## config.mk

```make
export PLATFORM = sky130hd
export DESIGN_NAME = json_string_unescape
export DESIGN_NICKNAME = d
export VERILOG_FILES = /design/src/rtl/core/jsu_pkg.sv /design/src/rtl/core/jsu_front.sv /design/src/rtl/core/jsu_fifo.sv /design/src/rtl/core/jsu_back.sv /design/src/rtl/core/json_string_unescape.sv
export SDC_FILE = /design/constraint.sdc
export NUM_CORES = 1
export LEC_CHECK = 0
export ABC_AREA = 1
export BUFFER_PORTS_ARGS = -buffer_cell sky130_fd_sc_hd__buf_4
export CAP_MARGIN = 15
export CORE_MARGIN = 2
export CORE_UTILIZATION = 30
export DETAILED_ROUTE_END_ITERATION = 8
export GPL_ROUTABILITY_DRIVEN = 0
export MAX_ROUTING_LAYER = met4
export PLACE_DENSITY_LB_ADDON = 0.2
export SYNTH_ARGS = -nofsm -noshare
export SYNTH_HDL_FRONTEND = slang
export SYNTH_HIERARCHICAL = 1
export SYNTH_SLANG_ARGS = --single-unit
```

## constraint.sdc

```tcl
create_clock -name clk -period 6.8 [get_ports clk]
set_input_delay 0.34 -clock clk [delete_from_list [all_inputs] [get_ports clk]]
set_output_delay 0.34 -clock clk [all_outputs]
set_load 0.01 [all_outputs]
```

## src/rtl/core/jsu_pkg.sv

```systemverilog
// shared types and constants for the json string unescape block
package jsu_pkg;

  localparam int JSU_FIFO_DEPTH = 4;
  localparam int JSU_PTR_W      = $clog2(JSU_FIFO_DEPTH);

  // status codes of a result
  localparam logic [2:0] ST_BYTE    = 3'd0;
  localparam logic [2:0] ST_CLOSED  = 3'd1;
  localparam logic [2:0] ST_NOQUOTE = 3'd2;
  localparam logic [2:0] ST_CTRL    = 3'd3;
  localparam logic [2:0] ST_BADESC  = 3'd4;
  localparam logic [2:0] ST_BADHEX  = 3'd5;
  localparam logic [2:0] ST_UNTERM  = 3'd6;

  // results caused by one input byte; cnt is 1 to 3
  typedef struct packed {
    logic [1:0] cnt;
    logic [2:0] status;
    logic [7:0] b0;
    logic [7:0] b1;
    logic [7:0] b2;
  } run_t;

endpackage

```

## src/rtl/core/jsu_front.sv

```systemverilog
// front end: string state machine, escape and utf-8 encoding
module jsu_front import jsu_pkg::*; (
  input  logic       clk,
  input  logic       rst_n,
  input  logic       in_fire,
  input  logic [7:0] in_text_byte,
  output logic       push,
  output run_t       push_run
);

  typedef enum logic [1:0] {
    PH_IDLE = 2'd0,
    PH_STR  = 2'd1,
    PH_ESC  = 2'd2,
    PH_HEX  = 2'd3
  } phase_t;

  phase_t      phase_r, phase_nxt;
  logic [1:0]  hex_cnt_r, hex_cnt_nxt;
  logic [15:0] accum_r, accum_nxt;

  logic        hex_ok;
  logic [3:0]  hex_d;
  logic [15:0] cp;
  logic [7:0]  c;
  run_t        run;

  assign c = in_text_byte;

  always_comb begin
    hex_ok = 1'b1;
    hex_d  = 4'd0;
    if (c >= 8'h30 && c <= 8'h39) begin
      hex_d = c[3:0];
    end else if ((c >= 8'h61 && c <= 8'h66) || (c >= 8'h41 && c <= 8'h46)) begin
      hex_d = c[3:0] + 4'd9;
    end else begin
      hex_ok = 1'b0;
    end
  end

  assign cp = {accum_r[11:0], hex_d};

  always_comb begin
    phase_nxt   = phase_r;
    hex_cnt_nxt = hex_cnt_r;
    accum_nxt   = accum_r;
    run         = '{cnt: 2'd0, status: ST_BYTE, b0: 8'h00, b1: 8'h00, b2: 8'h00};
    case (phase_r)
      PH_STR: begin
        if (c == 8'h22) begin
          run.cnt = 2'd1; run.status = ST_CLOSED; phase_nxt = PH_IDLE;
        end else if (c == 8'h00) begin
          run.cnt = 2'd1; run.status = ST_UNTERM; phase_nxt = PH_IDLE;
        end else if (c < 8'h20) begin
          run.cnt = 2'd1; run.status = ST_CTRL; phase_nxt = PH_IDLE;
        end else if (c == 8'h5c) begin
          phase_nxt = PH_ESC;
        end else begin
          run.cnt = 2'd1; run.b0 = c;
        end
      end
      PH_ESC: begin
        run.cnt   = 2'd1;
        phase_nxt = PH_STR;
        case (c)
          8'h22, 8'h5c, 8'h2f: run.b0 = c;
          8'h62: run.b0 = 8'h08;
          8'h66: run.b0 = 8'h0c;
          8'h6e: run.b0 = 8'h0a;
          8'h72: run.b0 = 8'h0d;
          8'h74: run.b0 = 8'h09;
          8'h75: begin
            run.cnt     = 2'd0;
            phase_nxt   = PH_HEX;
            hex_cnt_nxt = 2'd0;
            accum_nxt   = 16'h0000;
          end
          default: begin
            run.status = ST_BADESC;
            phase_nxt  = PH_IDLE;
          end
        endcase
      end
      PH_HEX: begin
        if (!hex_ok) begin
          run.cnt     = 2'd1;
          run.status  = ST_BADHEX;
          phase_nxt   = PH_IDLE;
          hex_cnt_nxt = 2'd0;
          accum_nxt   = 16'h0000;
        end else begin
          accum_nxt = cp;
          if (hex_cnt_r == 2'd3) begin
            phase_nxt   = PH_STR;
            hex_cnt_nxt = 2'd0;
            if (cp <= 16'h007f) begin
              run.cnt = 2'd1;
              run.b0  = cp[7:0];
            end else if (cp <= 16'h07ff) begin
              run.cnt = 2'd2;
              run.b0  = 8'hc0 | {3'b000, cp[10:6]};
              run.b1  = 8'h80 | {2'b00, cp[5:0]};
            end else begin
              run.cnt = 2'd3;
              run.b0  = 8'he0 | {4'h0, cp[15:12]};
              run.b1  = 8'h80 | {2'b00, cp[11:6]};
              run.b2  = 8'h80 | {2'b00, cp[5:0]};
            end
          end else begin
            hex_cnt_nxt = hex_cnt_r + 2'd1;
          end
        end
      end
      default: begin
        if (c == 8'h22) begin
          phase_nxt = PH_STR;
        end else if (!(c == 8'h20 || (c >= 8'h09 && c <= 8'h0d))) begin
          run.cnt = 2'd1; run.status = ST_NOQUOTE; phase_nxt = PH_IDLE;
        end else begin
          phase_nxt = PH_IDLE;
        end
      end
    endcase
  end

  assign push     = in_fire && (run.cnt != 2'd0);
  assign push_run = run;

  always_ff @(posedge clk) begin
    if (!rst_n) begin
      phase_r   <= PH_IDLE;
      hex_cnt_r <= 2'd0;
      accum_r   <= 16'h0000;
    end else if (in_fire) begin
      phase_r   <= phase_nxt;
      hex_cnt_r <= hex_cnt_nxt;
      accum_r   <= accum_nxt;
    end
  end

endmodule

```

## src/rtl/core/jsu_fifo.sv

```systemverilog
// short queue of result runs between front and back
module jsu_fifo import jsu_pkg::*; (
  input  logic clk,
  input  logic rst_n,
  input  logic push,
  input  run_t push_run,
  input  logic pop,
  output run_t pop_run,
  output logic full,
  output logic empty
);

  run_t                 mem_r [JSU_FIFO_DEPTH];
  logic [JSU_PTR_W-1:0] wr_ptr_r, rd_ptr_r;
  logic [JSU_PTR_W:0]   count_r;

  assign full    = (count_r == (JSU_PTR_W+1)'(JSU_FIFO_DEPTH));
  assign empty   = (count_r == '0);
  assign pop_run = mem_r[rd_ptr_r];

  always_ff @(posedge clk) begin
    if (push) begin
      mem_r[wr_ptr_r] <= push_run;
    end
  end

  always_ff @(posedge clk) begin
    if (!rst_n) begin
      wr_ptr_r <= '0;
      rd_ptr_r <= '0;
      count_r  <= '0;
    end else begin
      if (push) wr_ptr_r <= wr_ptr_r + 1'b1;
      if (pop)  rd_ptr_r <= rd_ptr_r + 1'b1;
      case ({push, pop})
        2'b10:   count_r <= count_r + 1'b1;
        2'b01:   count_r <= count_r - 1'b1;
        default: count_r <= count_r;
      endcase
    end
  end

endmodule

```

## src/rtl/core/jsu_back.sv

```systemverilog
// back end: splits a run into single results on the output channel
module jsu_back import jsu_pkg::*; (
  input  logic       clk,
  input  logic       rst_n,
  input  logic       fifo_empty,
  input  run_t       fifo_run,
  output logic       pop,
  output logic       out_valid,
  input  logic       out_stall,
  output logic [7:0] out_out_byte,
  output logic [2:0] out_status,
  output logic       out_last_of_run
);

  run_t       cur_r;
  logic       busy_r;
  logic [1:0] idx_r;
  logic       last;
  logic       out_fire;

  assign last     = (idx_r == cur_r.cnt - 2'd1);
  assign out_fire = busy_r && !out_stall;
  assign pop      = !fifo_empty && (!busy_r || (out_fire && last));

  assign out_valid       = busy_r;
  assign out_status      = cur_r.status;
  assign out_last_of_run = last;

  always_comb begin
    case (idx_r)
      2'd0:    out_out_byte = cur_r.b0;
      2'd1:    out_out_byte = cur_r.b1;
      default: out_out_byte = cur_r.b2;
    endcase
  end

  always_ff @(posedge clk) begin
    if (pop) cur_r <= fifo_run;
  end

  always_ff @(posedge clk) begin
    if (!rst_n) begin
      busy_r <= 1'b0;
      idx_r  <= 2'd0;
    end else if (pop) begin
      busy_r <= 1'b1;
      idx_r  <= 2'd0;
    end else if (out_fire) begin
      if (last) begin
        busy_r <= 1'b0;
        idx_r  <= 2'd0;
      end else begin
        idx_r <= idx_r + 2'd1;
      end
    end
  end

endmodule

```

## src/rtl/core/json_string_unescape.sv

```systemverilog
// top level of the json string unescaper: front end, run queue and back end
// each run is written into the run queue, then loaded into the back end's run register
// throughput: one text byte per cycle in unless the queue is full, one result per cycle
//   out unless out_stall; a \uXXXX escape that ends in three utf-8 bytes is a run of three results
// the four-entry run queue sets how long the input keeps going under out_stall
// reset (rst_n low, synchronous): parser idle awaiting a quote, queue and output empty
module json_string_unescape import jsu_pkg::*; (
  input  logic       clk,
  input  logic       rst_n,
  // text input, one byte per transaction
  input  logic       in_valid,
  output logic       in_stall,
  input  logic [7:0] in_text_byte,
  // decoded results, one per transaction
  output logic       out_valid,
  input  logic       out_stall,
  output logic [7:0] out_out_byte,
  output logic [2:0] out_status,
  output logic       out_last_of_run
);

  logic in_fire;
  logic push;
  run_t push_run;
  logic pop;
  run_t pop_run;
  logic full;
  logic empty;

  // the front may only step while the queue has room for its run
  assign in_stall = full;
  assign in_fire  = in_valid && !full;

  // front: phase tracking, escape mapping, hex gathering and utf-8 encoding
  jsu_front u_front (
    .clk          (clk),
    .rst_n        (rst_n),
    .in_fire      (in_fire),
    .in_text_byte (in_text_byte),
    .push         (push),
    .push_run     (push_run)
  );

  // queue of runs of one to three results each
  jsu_fifo u_fifo (
    .clk      (clk),
    .rst_n    (rst_n),
    .push     (push),
    .push_run (push_run),
    .pop      (pop),
    .pop_run  (pop_run),
    .full     (full),
    .empty    (empty)
  );

  // back: one result per transaction, last_of_run on the final one of a run
  jsu_back u_back (
    .clk             (clk),
    .rst_n           (rst_n),
    .fifo_empty      (empty),
    .fifo_run        (pop_run),
    .pop             (pop),
    .out_valid       (out_valid),
    .out_stall       (out_stall),
    .out_out_byte    (out_out_byte),
    .out_status      (out_status),
    .out_last_of_run (out_last_of_run)
  );

endmodule

```

## Word level (Yosys, flattened, before mapping)

Memories as Yosys holds them, arrays and structs flattened. A register that Yosys moved wholly into a read port is not among the register bits.
Index checks and enable logic that the tools add are counted.

- Register bits: 26
- Memory bits (writable): 116
- Logic and storage cells: 138
- Memories: 1

- Add/sub/neg operators: 8
- Magnitude comparators: 11
- Eq/ne operators: 22
- Mux-type cells: 56
- Bitwise operators: 1
- Reductions and logical operators: 31

Memory list:

| memory | words | width | rd ports | clocked after Yosys merged registers in | wr ports | line | text |
|---|---|---|---|---|---|---|---|
| u_fifo.mem_r | 4 | 29 | 1 | 1 | 1 | jsu_fifo.sv:13 | `run_t mem_r [JSU_FIFO_DEPTH];` |

Operators by type and width:

| kind | count |
|---|---|
| $eq A8 B7 Y1 const B | 7 |
| $mux W24 | 2 |
| $mux W8 | 6 |
| $pmux W8 S6 | 1 |
| $mux W16 | 2 |
| $mux W2 | 14 |
| $eq A8 B6 Y1 const B | 3 |
| $mux W12 | 2 |
| $pmux W12 S2 | 1 |
| $pmux W8 S3 | 1 |
| $ge A8 B7 Y1 const B | 2 |
| $le A16 B11 Y1 const B | 1 |
| $le A16 B7 Y1 const B | 1 |
| $le A8 B7 Y1 const B | 2 |
| $pmux W8 S2 | 1 |
| $mux W5 | 3 |
| $pmux W5 S3 | 1 |
| $mux W14 | 1 |
| $mux W1 | 12 |
| $mux W4 | 3 |
| $reduce_bool A2 Y1 | 5 |
| $logic_and A1 B1 Y1 | 9 |
| $reduce_or A9 Y1 | 1 |
| $add A2 B1 Y2 const B | 4 |
| 31 further kinds | 44 |

## Depth between registers and ports, before layout

Gate-level depths: netlist of run 1.

- Depth after elaboration: 15
- Gate-level depth with buffers: 22
- Mapped depth without buffers: 22

## Modules after synthesis

Netlist of run 1, hierarchy kept.

By module, submodules not included:

| module | instances | cells each | area each (µm²) |
|---|---|---|---|
| jsu_fifo | 1 | 338 | 4894.7 |
| jsu_front | 1 | 288 | 1702.9 |
| jsu_back | 1 | 94 | 1272.5 |
| json_string_unescape | 1 | 2 | 10.0 |

## Worst setup path after synthesis of run 1

OpenSTA, ideal clock, no wires.

- Path kind: register -> register
- Start point: register u_back/cur_r[28] (netlist name)
- End point: register u_fifo.count_r[2]
- Library setup time: 0.110 ns
- Arrival: 2.423 ns
- Data required time: 6.690 ns
- Setup slack: 4.267 ns
- Stages on the path, launching flop included: 17
- Path buffers: 0
- Clock period less this slack: 2.533 ns
- Cells stage by stage: edfxtp_1 nand2_1 nand2_2 nand2_2 nand4_2 nand2_2 nand2_2 inv_1 ha_1 inv_1 fa_1 inv_1 nand2_1 nand3_1 nand2_1 inv_1 nor2_1

- Longest elaborated chain between the ends: 7
- Elaborated cells between the ends (all ways): 9

RTL lines:

| element | line | text |
|---|---|---|
| $sub A2 B1 Y2 * | jsu_back.sv:21 | `assign last = (idx_r == cur_r.cnt - 2'd1);` |
| $eq A2 B2 Y1 * | jsu_back.sv:21 |  |
| $logic_and A1 B1 Y1 * | jsu_back.sv:23 | `assign pop = !fifo_empty && (!busy_r \|\| (out_fire && last));` |
| $logic_or A1 B1 Y1 * | jsu_back.sv:23 |  |
| $logic_and A1 B1 Y1 * | jsu_back.sv:23 |  |
| net pop | json_string_unescape.sv:25 | `logic pop;` |
| $eq A2 B1 Y1 or $eq A2 B2 Y1 (tied branches) | jsu_fifo.sv:35 | `case ({push, pop})` |
| $pmux W3 S2 or $reduce_bool A2 Y1 (tied branches) | n/a |  |
| end signal: assignment | jsu_fifo.sv:36 | `2'b10: count_r <= count_r + 1'b1;` |
| end signal: assignment | jsu_fifo.sv:37 | `2'b01: count_r <= count_r - 1'b1;` |
| end signal: assignment | jsu_fifo.sv:38 | `default: count_r <= count_r;` |
| end: declaration | jsu_fifo.sv:15 | `logic [JSU_PTR_W:0] count_r;` |

Mark *: on every way through the listed nets, which the timed path passes. The rest lies on a longest branch.
A chain may end at the register's enable or synchronous reset.

## Worst setup path in the final report of run 1

- Start point: register u_front.accum_r[11]
- End point: register u_fifo.count_r[2]

- Longest elaborated chain between the ends: 10
- Elaborated cells between the ends (all ways): 13

RTL lines:

| element | line | text |
|---|---|---|
| start: declaration | jsu_front.sv:20 | `logic [15:0] accum_r, accum_nxt;` |
| start signal: assignment | jsu_front.sv:138 | `accum_r <= accum_nxt;` |
| $le A16 B11 Y1 | jsu_front.sv:100 | `end else if (cp <= 16'h07ff) begin` |
| $mux W1 | jsu_front.sv:100 |  |
| $mux W2 * | jsu_front.sv:97 | `if (cp <= 16'h007f) begin` |
| $mux W2 * | jsu_front.sv:94 | `if (hex_cnt_r == 2'd3) begin` |
| $mux W2 * | jsu_front.sv:86 | `if (!hex_ok) begin` |
| $pmux W5 S3 * | jsu_front.sv:49 | `case (phase_r)` |
| $reduce_bool A2 Y1 * | jsu_front.sv:127 | `assign push = in_fire && (run.cnt != 2'd0);` |
| $logic_and A1 B1 Y1 * | jsu_front.sv:127 |  |
| net push | json_string_unescape.sv:23 | `logic push;` |
| $eq A2 B1 Y1 or $eq A2 B2 Y1 (tied branches) | jsu_fifo.sv:35 |  |
| $pmux W3 S2 or $reduce_bool A2 Y1 (tied branches) | n/a |  |

Marked as above.

==> flow_summary.yaml, run 1 <==
timing:
  worstMarginPinSlew_ps: 831.4
  finalSetupViolCount: 0
  layout_worst_path_cycle_share_pct: 41.51
  hold_viol_final: 0
  fmaxAchievable_mhz: 354.2
  slew_headroom_pct: 44.40
  tns_ps: 0
  slew_viol_final: 0
  fin_skew_ps: 14.07
  final.min_clock_period_ps: 2823
  rsz0062_at_grt: "false"
worst_setup_path:
  worstPathMaxFanout: 9
  cp.required_ps: 7130
  end_kind: "flop"
  worstSetupPathType: "flop to flop"
  cp-start-kind: "flop"
  cp_data_arrival_time_ps: 3150
clock_tree:
  hold_buffers: 0
  clockRootBuffer: "clkbuf_16"
  clock_latency_ps: 430
  clockBufferDepth: 2
  clk_pin_slew_ps: 70
  numCtsBuffers: 17
  cts_max_level: 4
  cts_tree: "yes"
  postCtsSetupBuffers: 0
  cts_resized: 0
  cts.sinks: 173
flow_run:
  drv_cap: 0
drt:
  drcViolationCount: 0
  detail_route.vias_per_cell: 4.713
  drtPass1Iterations: 5
  drt_wl_total_mm: 17.81
  num_vias: 5161
  antenna_left: 0
  drtIter0Drc: 444
  routedWlPerCell_um: 16.27
die:
  io-pin-count: 26
  die_w_um: 166.1
  initial_core_util_pct: 30.41
  core_mm2: 0.02591
  die_h_um: 166.1
  rows: 59
  die_area_mm2: 0.02758
power_and_ir_drop:
  p_leak_nw: 3.323
  power.density_mw_per_mm2: 372.8
  finalPower_mw: 3.336
  irDropWorstVdd_mv: 0.1460
synthesis:
  yosys_most_used_dff: "edfxtp_1"
  ys_ff_latch: 173
  ys_types: 40
  ys_seq_area_share_pct: 62.37
  yosys_warnings: 6
  syn-cell-area_mm2: 0.007880
  async_reset_ff_share_pct: 0
  syn_avg_cell_area_um2: 10.91
  synth_edf_count: 145
  synth_cells: 722
grt:
  grt_start_max_net_pins: 60
  grt_pass1_vias: 5017
  gr-total-overflow: 0
  grtUsageTotal_pct: 13.84
  antenna_found_initial: 1
  grt_pass1_wl_mm: 28.66
finish:
  insertedDiodeCount: 0
  fin_util_pct: 34.54
  nets: 773
  area_delta_synth_final_pct: 13.58
  drive_gt1_share_pct: 18.29
place:
  place.port_buffers: 25
  dp_hpwl_mm: 11.69
status:
  status: "finished, final reports clean"
hold_path:
  hold_path.class: "input port to flop"
metrics by stage:
step / hold slack, ps / cell area (um2) / std cells / worst slack, ps
detailed placement: 446.0 / 8377 / 1063 / 3761
global route: 250.7 / 8950 / 1095 / 3619
CTS: 229.6 / 8950 / 1095 / 3990
global placement: 444.9 / 8377 / 1063 / 3823
floorplan: 411.5 / 7884 / 723 / 4267
finish: 233.3 / 8950 / 1095 / 3977
state kept, by name, indices dropped and copies added (netlist names), named ones only:
signal,cells
u_back/out_status,3
u_back/idx_r,2
u_fifo/wr_ptr_r,2
u_front/hex_cnt_r,2
u_front/phase_r,2
u_back/cur_r,26
u_back/out_valid,1
u_front/accum_r,12
u_fifo/mem_r,116
u_fifo/count_r,3
u_fifo/rd_ptr_r,2
metal layers:
layer | vias up | wire [um] | global-route usage, %
li1 | 2571 | - | -
met1 | 2472 | 8777 | 19.29
met2 | 101 | 8156 | 20.48
met3 | 17 | 636 | 2.836
met4 | 0 | 241 | 3.970
met5 | - | 0 | -
path summary, 6_finish.rpt:
check                              startpoint  slack [ps]                               to  cells past startpoint
max reg2reg  u_front/accum_r[11]$_SDFFE_PN0P_        3980   u_fifo/count_r[2]$_SDFFE_PN0P_                     20
min reg2reg   u_fifo/rd_ptr_r[1]$_SDFFE_PN0P_         450  u_fifo/rd_ptr_r[1]$_SDFFE_PN0P_                      1
max          u_front/accum_r[11]$_SDFFE_PN0P_        3980   u_fifo/count_r[2]$_SDFFE_PN0P_                     20
min                                     rst_n         230   u_fifo/count_r[2]$_SDFFE_PN0P_                      3
Yosys cell counts (all sizes together) (5+ instances only):
master  count  share of area (%)
nor3        5               0.32
nor2      118                6.8
nand4       7               0.83
buf        22                1.9
o21ai      85                5.4
a21oi      18                1.1
dfxtp      28                7.1
nand2     111                5.8
o22ai      31                4.0
nand3      29                2.4
ha         13                2.1
a22oi      19                1.8
clkbuf      6               0.29
edfxtp    145                 55
inv        71                3.4
cells in the final DEF (no fill, tap or decap), drive strengths merged:
master    count
edfxtp      145
nor2        118
nand2       111
o21ai        85
inv          80
buf          33
o22ai        31
nand3        29
dfxtp        28
a22oi        19
a21oi        18
clkbuf       17
ha           13
nand4         7
nor3          5
clkinv        5
o211ai        3
clkinvlp      2
conb          2
a21boi        1
a31oi         1
fa            1
mux2i         1
o21a          1
nor4          1
or2           1
o2111ai       1
o32ai         1
worst max-delay path: stages (launching register included):
cell	delay (ps)
dfxtp_1	350
nor2_2	170
nand4_4	180
inv_2	200
nand2_2	130
nand3_1	100
nand2_1	50
nor2_1	130
nand3_1	140
nand2_1	90
inv_1	80
inv_1	140
ha_1	180
inv_1	70
fa_1	380
inv_1	70
nand2_1	60
nand3_1	70
nand2_1	50
inv_1	50
nor2_1	30
kinds of logic after synthesis:
| kind of cell | Yosys count | share of synthesized area, % |
|---|---|---|
| and+or+nand+nor | 272 | 16.37 |
| other | 1 | 0.04759 |
| adders and majority gates | 14 | 2.318 |
| AOI/OAI and AO/OA | 161 | 13.10 |
| muxes | 1 | 0.1270 |
| DFF | 173 | 62.37 |
| buffers and inverters | 100 | 5.668 |
where the power goes:
part | internal [mW] | switching [mW] | leakage, nW
logic | 0.296 | 0.604 | 1.46
clock network | 0.488 | 0.452 | 0.277
registers | 1.44 | 0.0598 | 1.59
total | 2.22 | 1.12 | 3.32
cell type report:
cell class | instances | area (um2)
fillers | 2577 | 16960
flip-flops and latches | 173 | 4916
multi-input cells | 450 | 2522
clock buffers | 17 | 425.4
well taps | 335 | 419.2
inverters | 72 | 271.5
repair buffers | 33 | 247.7
clock inverters | 15 | 147.6
(Power assumes the default switching activity.)
==> run 2, diff against run 1 <==
- ABC_AREA: 1 -> 0
- clock period: 6.8 -> 2.4 ns (I/O delays scaled with it)
==> flow_summary.yaml, run 2 <==
status:
  status: "finished with violations"
  violations: "negative setup slack"
drt:
  drcViolationCount: 0
  routedWlPerCell_um: 18.09
  detail_route.vias_per_cell: 4.838
  antenna_left: 0
  drtPass1Iterations: 5
  num_vias: 4649
  drt_wl_total_mm: 17.39
  drtIter0Drc: 331
synthesis:
  synth_common_cells: "edfxtp_1 (145), nand2_1 (34), dfxtp_1 (28), mux4_2 (28), inv_1 (19)"
  synth.most_common_cell: "edfxtp_1"
  yosys.area.top_type_share_pct: 57.90
  synth_edf_count: 145
  syn-cell-area_mm2: 0.007520
  ys_ff_latch: 173
  ys_seq_area_share_pct: 65.36
  ys_types: 71
  synth_top_area_cell: "edfxtp_1"
  synth_area_leaders: "edfxtp_1 (58%), mux4_2 (8.4%), dfxtp_1 (7.5%)"
  yosys_most_used_dff: "edfxtp_1"
  yosys_warnings: 6
  async_reset_ff_share_pct: 0
  synth_cells: 497
  syn_avg_cell_area_um2: 15.13
power_and_ir_drop:
  power.density_mw_per_mm2: 956.5
  p_leak_nw: 3.491
  finalPower_mw: 9.051
  irDropWorstVdd_mv: 0.4710
clock_tree:
  clockRootBuffer: "clkbuf_16"
  cts_max_level: 4
  cts.sinks: 173
  cts_tree: "yes"
  clock_latency_ps: 430
  numCtsBuffers: 17
  clockBufferDepth: 2
  clk_pin_slew_ps: 70
die:
  core_mm2: 0.02446
  rows: 57
  initial_core_util_pct: 30.74
  die_area_mm2: 0.02635
  die_w_um: 162.3
  io-pin-count: 26
  die_h_um: 162.3
worst_setup_path:
  cp-start-kind: "flop"
  cp_data_arrival_time_ps: 2800
  worstSetupPathType: "flop to flop"
  worstPathMaxFanout: 2
  end_kind: "flop"
  cp.required_ps: 2760
place:
  place.port_buffers: 25
  dp_hpwl_mm: 12.28
  dpl.cell_count: 925
hold_path:
  hold_path.class: "input port to flop"
finish:
  largest-register: "u_fifo/mem_r"
  instances_no_fill: 961
  largest_register_ffs: 116
  drive_gt1_share_pct: 34.69
  final_cell_mix: "edfxtp_1 (145), buf_4 (123), nand2_1 (33), mux4_2 (28), dfxtp_1 (25)"
  final_common_cell: "edfxtp_1"
  fin_util_pct: 38.68
  area_delta_synth_final_pct: 25.84
  reg_top3: "u_fifo/mem_r x116, u_back/cur_r x26, u_front/accum_r x12"
  insertedDiodeCount: 0
  nets: 650
grt:
  use_met2_pct: 23.06
  antenna_found_initial: 0
  top_usage_layer: "met2"
  grtUsageTotal_pct: 14.37
  grt_start_max_net_pins: 32
  grt_pass1_vias: 4831
  gr-total-overflow: 0
  grt_pass1_wl_mm: 27.59
  grt_use_met3_pct: 3.039
  grt.met1_usage_pct: 18.09
timing:
  layout_worst_path_cycle_share_pct: 101.5
  whs_ps: 44.08
  fin_skew_ps: 11.26
  slew_headroom_pct: 64.25
  worstMarginPinSlew_ps: 534.3
  finalSetupViolCount: 1
  rsz0062_at_grt: "true"
  final.min_clock_period_ps: 2437
  tns_ps: -36.83
  hold_viol_final: 0
  slew_viol_final: 0
  fmaxAchievable_mhz: 410.4
  setup_slack_ps: -36.83
flow_run:
  drv_cap: 0
-- run 2: report_power, final --
group | internal, mW | leakage [nW] | switching, mW
clock network | 1.33 | 0.243 | 1.14
logic | 1.21 | 1.63 | 1.22
registers | 3.96 | 1.61 | 0.196
-- run 2: worst paths after layout --
path / startpoint / to / slack, ps / depth (start not counted)
hold reg to reg: u_front/hex_cnt_r[1]$_SDFFE_PN0P_ / u_front/hex_cnt_r[1]$_SDFFE_PN0P_ / 520 / 1
hold / removal: rst_n / u_front/phase_r[1]$_SDFFE_PN0P_ / 40 / 2
setup / recovery: u_back/cur_r[28]$_DFFE_PP_ / u_fifo/count_r[2]$_SDFFE_PN0P_ / -40 / 10
setup reg to reg: u_back/cur_r[28]$_DFFE_PP_ / u_fifo/count_r[2]$_SDFFE_PN0P_ / -40 / 10
-- run 2: cells by family (layout without fill, tap and decap cells) --
kind of cell | count (synthesis) | count (layout) | synth area share [%]
AOI/OAI and AO/OA | 89 | 89 | 8.453
DFF | 173 | 173 | 65.36
other | 1 | 2 | 0.04987
adders and majority gates | 14 | 14 | 2.429
muxes | 34 | 34 | 9.401
xor gates and xnor gates | 7 | 7 | 0.8153
buffers and inverters | 42 | 181 | 2.812
and+or+nand+nor | 137 | 137 | 10.68
-- run 2: repair_timing --
item                                    in CTS  in global routing
endpoints found under the setup margin       2                  1
hold endpoints to repair                     1                  0
pin swaps                                    8                  4
hold buffers                                 1                  0
gates resized for setup                     12                  1
buffers inserted                             3                  0
-- run 2: layer usage --
layer | share of wire (%) | wire, um
met1 | 47 | 8085
met2 | 49 | 8444
met3 | 3.1 | 543
met4 | 1.8 | 312
met5 | 0 | 0
-- run 2: cell type report --
cell class                 count  area [um2]
clock buffer                  20       436.7
tap                          324       405.4
timing repair buffer         130        1054
multi-input combinational    283        2490
fill                        2288       15000
sequential                   173        4918
clock inverter                12       87.58
inverter                      19       71.32
-- run 2: stage by stage --
| stage | area, um2 | setup slack (ps) |
|---|---|---|
| after floorplan | 7575 | -509.2 |
| after global placement | 8862 | -322.2 |
| after detailed placement | 8862 | -427.0 |
| after CTS | 9458 | -58.99 |
| after global routing | 9463 | -170.3 |
| final | 9463 | -36.83 |
-- run 2: critical path: stages, from the launching register on --
cell	delay (ps)
edfxtp_1	420
xnor2_2	220
mux2i_2	260
a21bo_1	150
nor2b_4	210
ha_4	160
inv_2	30
fa_2	320
xor2_1	150
or3_1	310
a21boi_1	130
==> run 3, diff against run 2 <==
- REMOVE_ABC_BUFFERS: not set -> 1
==> flow_summary.yaml, run 3 (synthesis results as in run 2) <==
drt:
  drcViolationCount: 0
  drtIter0Drc: 271
  antenna_left: 0
  drt_wl_total_mm: 17.00
  detail_route.vias_per_cell: 4.840
  num_vias: 4646
  drtPass1Iterations: 5
  routedWlPerCell_um: 17.71
worst_setup_path:
  endpoint: "u_fifo/count_r[2]$_SDFFE_PN0P_"
  worst_r2r_path_depth: 12
  cp.required_ps: 2750
  cp-startpoint: "u_front/accum_r[11]$_SDFFE_PN0P_"
  end_kind: "flop"
  r2r_start: "u_front/accum_r[11]$_SDFFE_PN0P_"
  worstSetupPathType: "flop to flop"
  cp-start-kind: "flop"
  reg2reg_slack_ps: -130
  worstPathMaxFanout: 3
  reg2reg_to: "u_fifo/count_r[2]$_SDFFE_PN0P_"
  cp_data_arrival_time_ps: 2880
timing:
  tns_ps: -126.1
  whs_ps: 35.04
  fin_skew_ps: 11.95
  slew_headroom_pct: 63.89
  layout_worst_path_cycle_share_pct: 105.3
  slew_viol_final: 0
  worstMarginPinSlew_ps: 534.9
  finalSetupViolCount: 1
  hold_viol_final: 0
  setup_slack_ps: -126.1
  final.min_clock_period_ps: 2526
  rsz0062_at_grt: "true"
  fmaxAchievable_mhz: 395.9
clock_tree:
  clock_latency_ps: 420
  numCtsBuffers: 17
  cts_tree: "yes"
  clk_pin_slew_ps: 70
  clockBufferDepth: 2
  cts_max_level: 4
  cts.sinks: 173
  clockRootBuffer: "clkbuf_16"
hold_path:
  whs_path_depth: 2
  hold_path.class: "input port to flop"
  worst_hold_startpoint: "rst_n"
grt:
  grt_pass1_wl_mm: 26.99
  grt_start_max_net_pins: 32
  grt_pass1_vias: 4808
  grtUsageTotal_pct: 13.81
  antenna_found_initial: 0
  gr-total-overflow: 0
finish:
  largest-register: "u_fifo/mem_r"
  final_common_cell: "edfxtp_1"
  reg_top3: "u_fifo/mem_r x116, u_back/cur_r x26, u_front/accum_r x12"
  largest_register_ffs: 116
  area_delta_synth_final_pct: 26.26
  insertedDiodeCount: 0
  multi_input_area_mm2: 0.002484
  nets: 649
  drive_gt1_share_pct: 34.59
  seqCellArea_mm2: 0.004922
  nFillCells: 2283
  final_cell_mix: "edfxtp_1 (145), buf_4 (122), nand2_1 (34), mux4_2 (28), dfxtp_1 (22)"
die:
  initial_core_util_pct: 30.74
  die_w_um: 162.3
  die_h_um: 162.3
  rows: 57
  io-pin-count: 26
  core_mm2: 0.02446
  die_area_mm2: 0.02635
place:
  dp_hpwl_mm: 11.68
  place.port_buffers: 25
flow_run:
  drv_cap: 0
power_and_ir_drop:
  power_frac_seq_pct: 45.2
  net-switching-power_mw: 2.641
  combinationalPowerShare_pct: 26.1
  power.density_mw_per_mm2: 961.3
  p_sw_share_pct: 28.94
  irDropWorstVdd_mv: 0.4352
  internal_power_mw: 6.486
  clkPwrFrac_pct: 28.7
  p_leak_nw: 3.516
status:
  status: "finished with violations"
  violations: "negative setup slack"
-- run 3: cell count changes in the layout (fill, tap and decap cells not counted), sizes merged --
cell | previous run | this run
clkinvlp | 5 | 2
buf | 129 | 128
clkbuf | 20 | 17
inv | 22 | 26
clkinv | 4 | 6
-- run 3: power groups by stage --
stage / sequential (mW) / clock [mW] / combinational, mW
final: 4.13 / 2.62 / 2.38
after global routing: 4.18 / 2.80 / 2.62
after CTS: 4.14 / 2.67 / 2.44
after detailed placement: 4.20 / 0 / 2.38
after global placement: 4.18 / 0 / 2.33
after floorplan: 4.29 / 0 / 1.22
-- run 3: layer usage --
layer  vias to the layer above  wire length, um  GRT usage, %  part of all wire, %
met2                        73             8531         22.90                   50
met1                      2363             7889         17.54                   46
met5                         -                0             -                    0
met4                         0              251         3.942                  1.5
met3                        15              331         2.324                  1.9
li1                       2195                -             -                    -
-- run 3: worst min path at each step --
stage,slack [ps],endpoint
final,40,u_front/phase_r[1]$_SDFFE_PN0P_
after global routing,20,u_front/phase_r[1]$_SDFFE_PN0P_
after CTS,20,u_front/phase_r[1]$_SDFFE_PN0P_
after detailed placement,420,u_back/idx_r[1]$_SDFFE_PP0N_
after global placement,430,u_back/idx_r[1]$_SDFFE_PP0N_
after floorplan,240,flop
-- run 3: repair_timing --
action / in CTS / in global routing
resized for setup: 18 / 8
hold buffers: 1 / 0
pin swaps: 7 / 6
endpoints found under the setup margin: 99 / 112
setup buffers: 10 / 4
hold endpoints to repair: 1 / 0
-- run 3: final cells by class --
cell class | instances | share of cell area, %
Sequential cell | 173 | 51.84
Timing Repair Buffer | 129 | 10.93
Clock inverter | 15 | 1.568
Clock buffer | 17 | 4.481
Inverter | 19 | 0.7512
Multi-Input combinational cell | 283 | 26.16
Tap cell | 324 | 4.270
-- run 3: critical path: stages, from the launching register on --
cell      delay [ps]
dfxtp_2          330
nor4_4           310
nor2b_1          250
nand2_1          140
nand2b_4         110
a31oi_4           90
inv_1             70
ha_2             180
inv_2             40
fa_2             330
xor2_1           160
or3_1            320
a21boi_1         120
-- run 3: through the flow --
step           power, mW  instances  utilization, %  setup WS (ps)  area, um2
3_3_place_gp       6.502        916           35.69         -454.6       8731
2_1_floorplan      5.510        475               -         -905.5       7383
4_1_cts            9.253        959           38.65         -144.8       9454
6_report           9.127        960           38.81         -126.1       9494
3_5_place_dp       6.580        916           35.69         -571.5       8731
5_1_grt            9.599        960           38.81         -244.3       9494
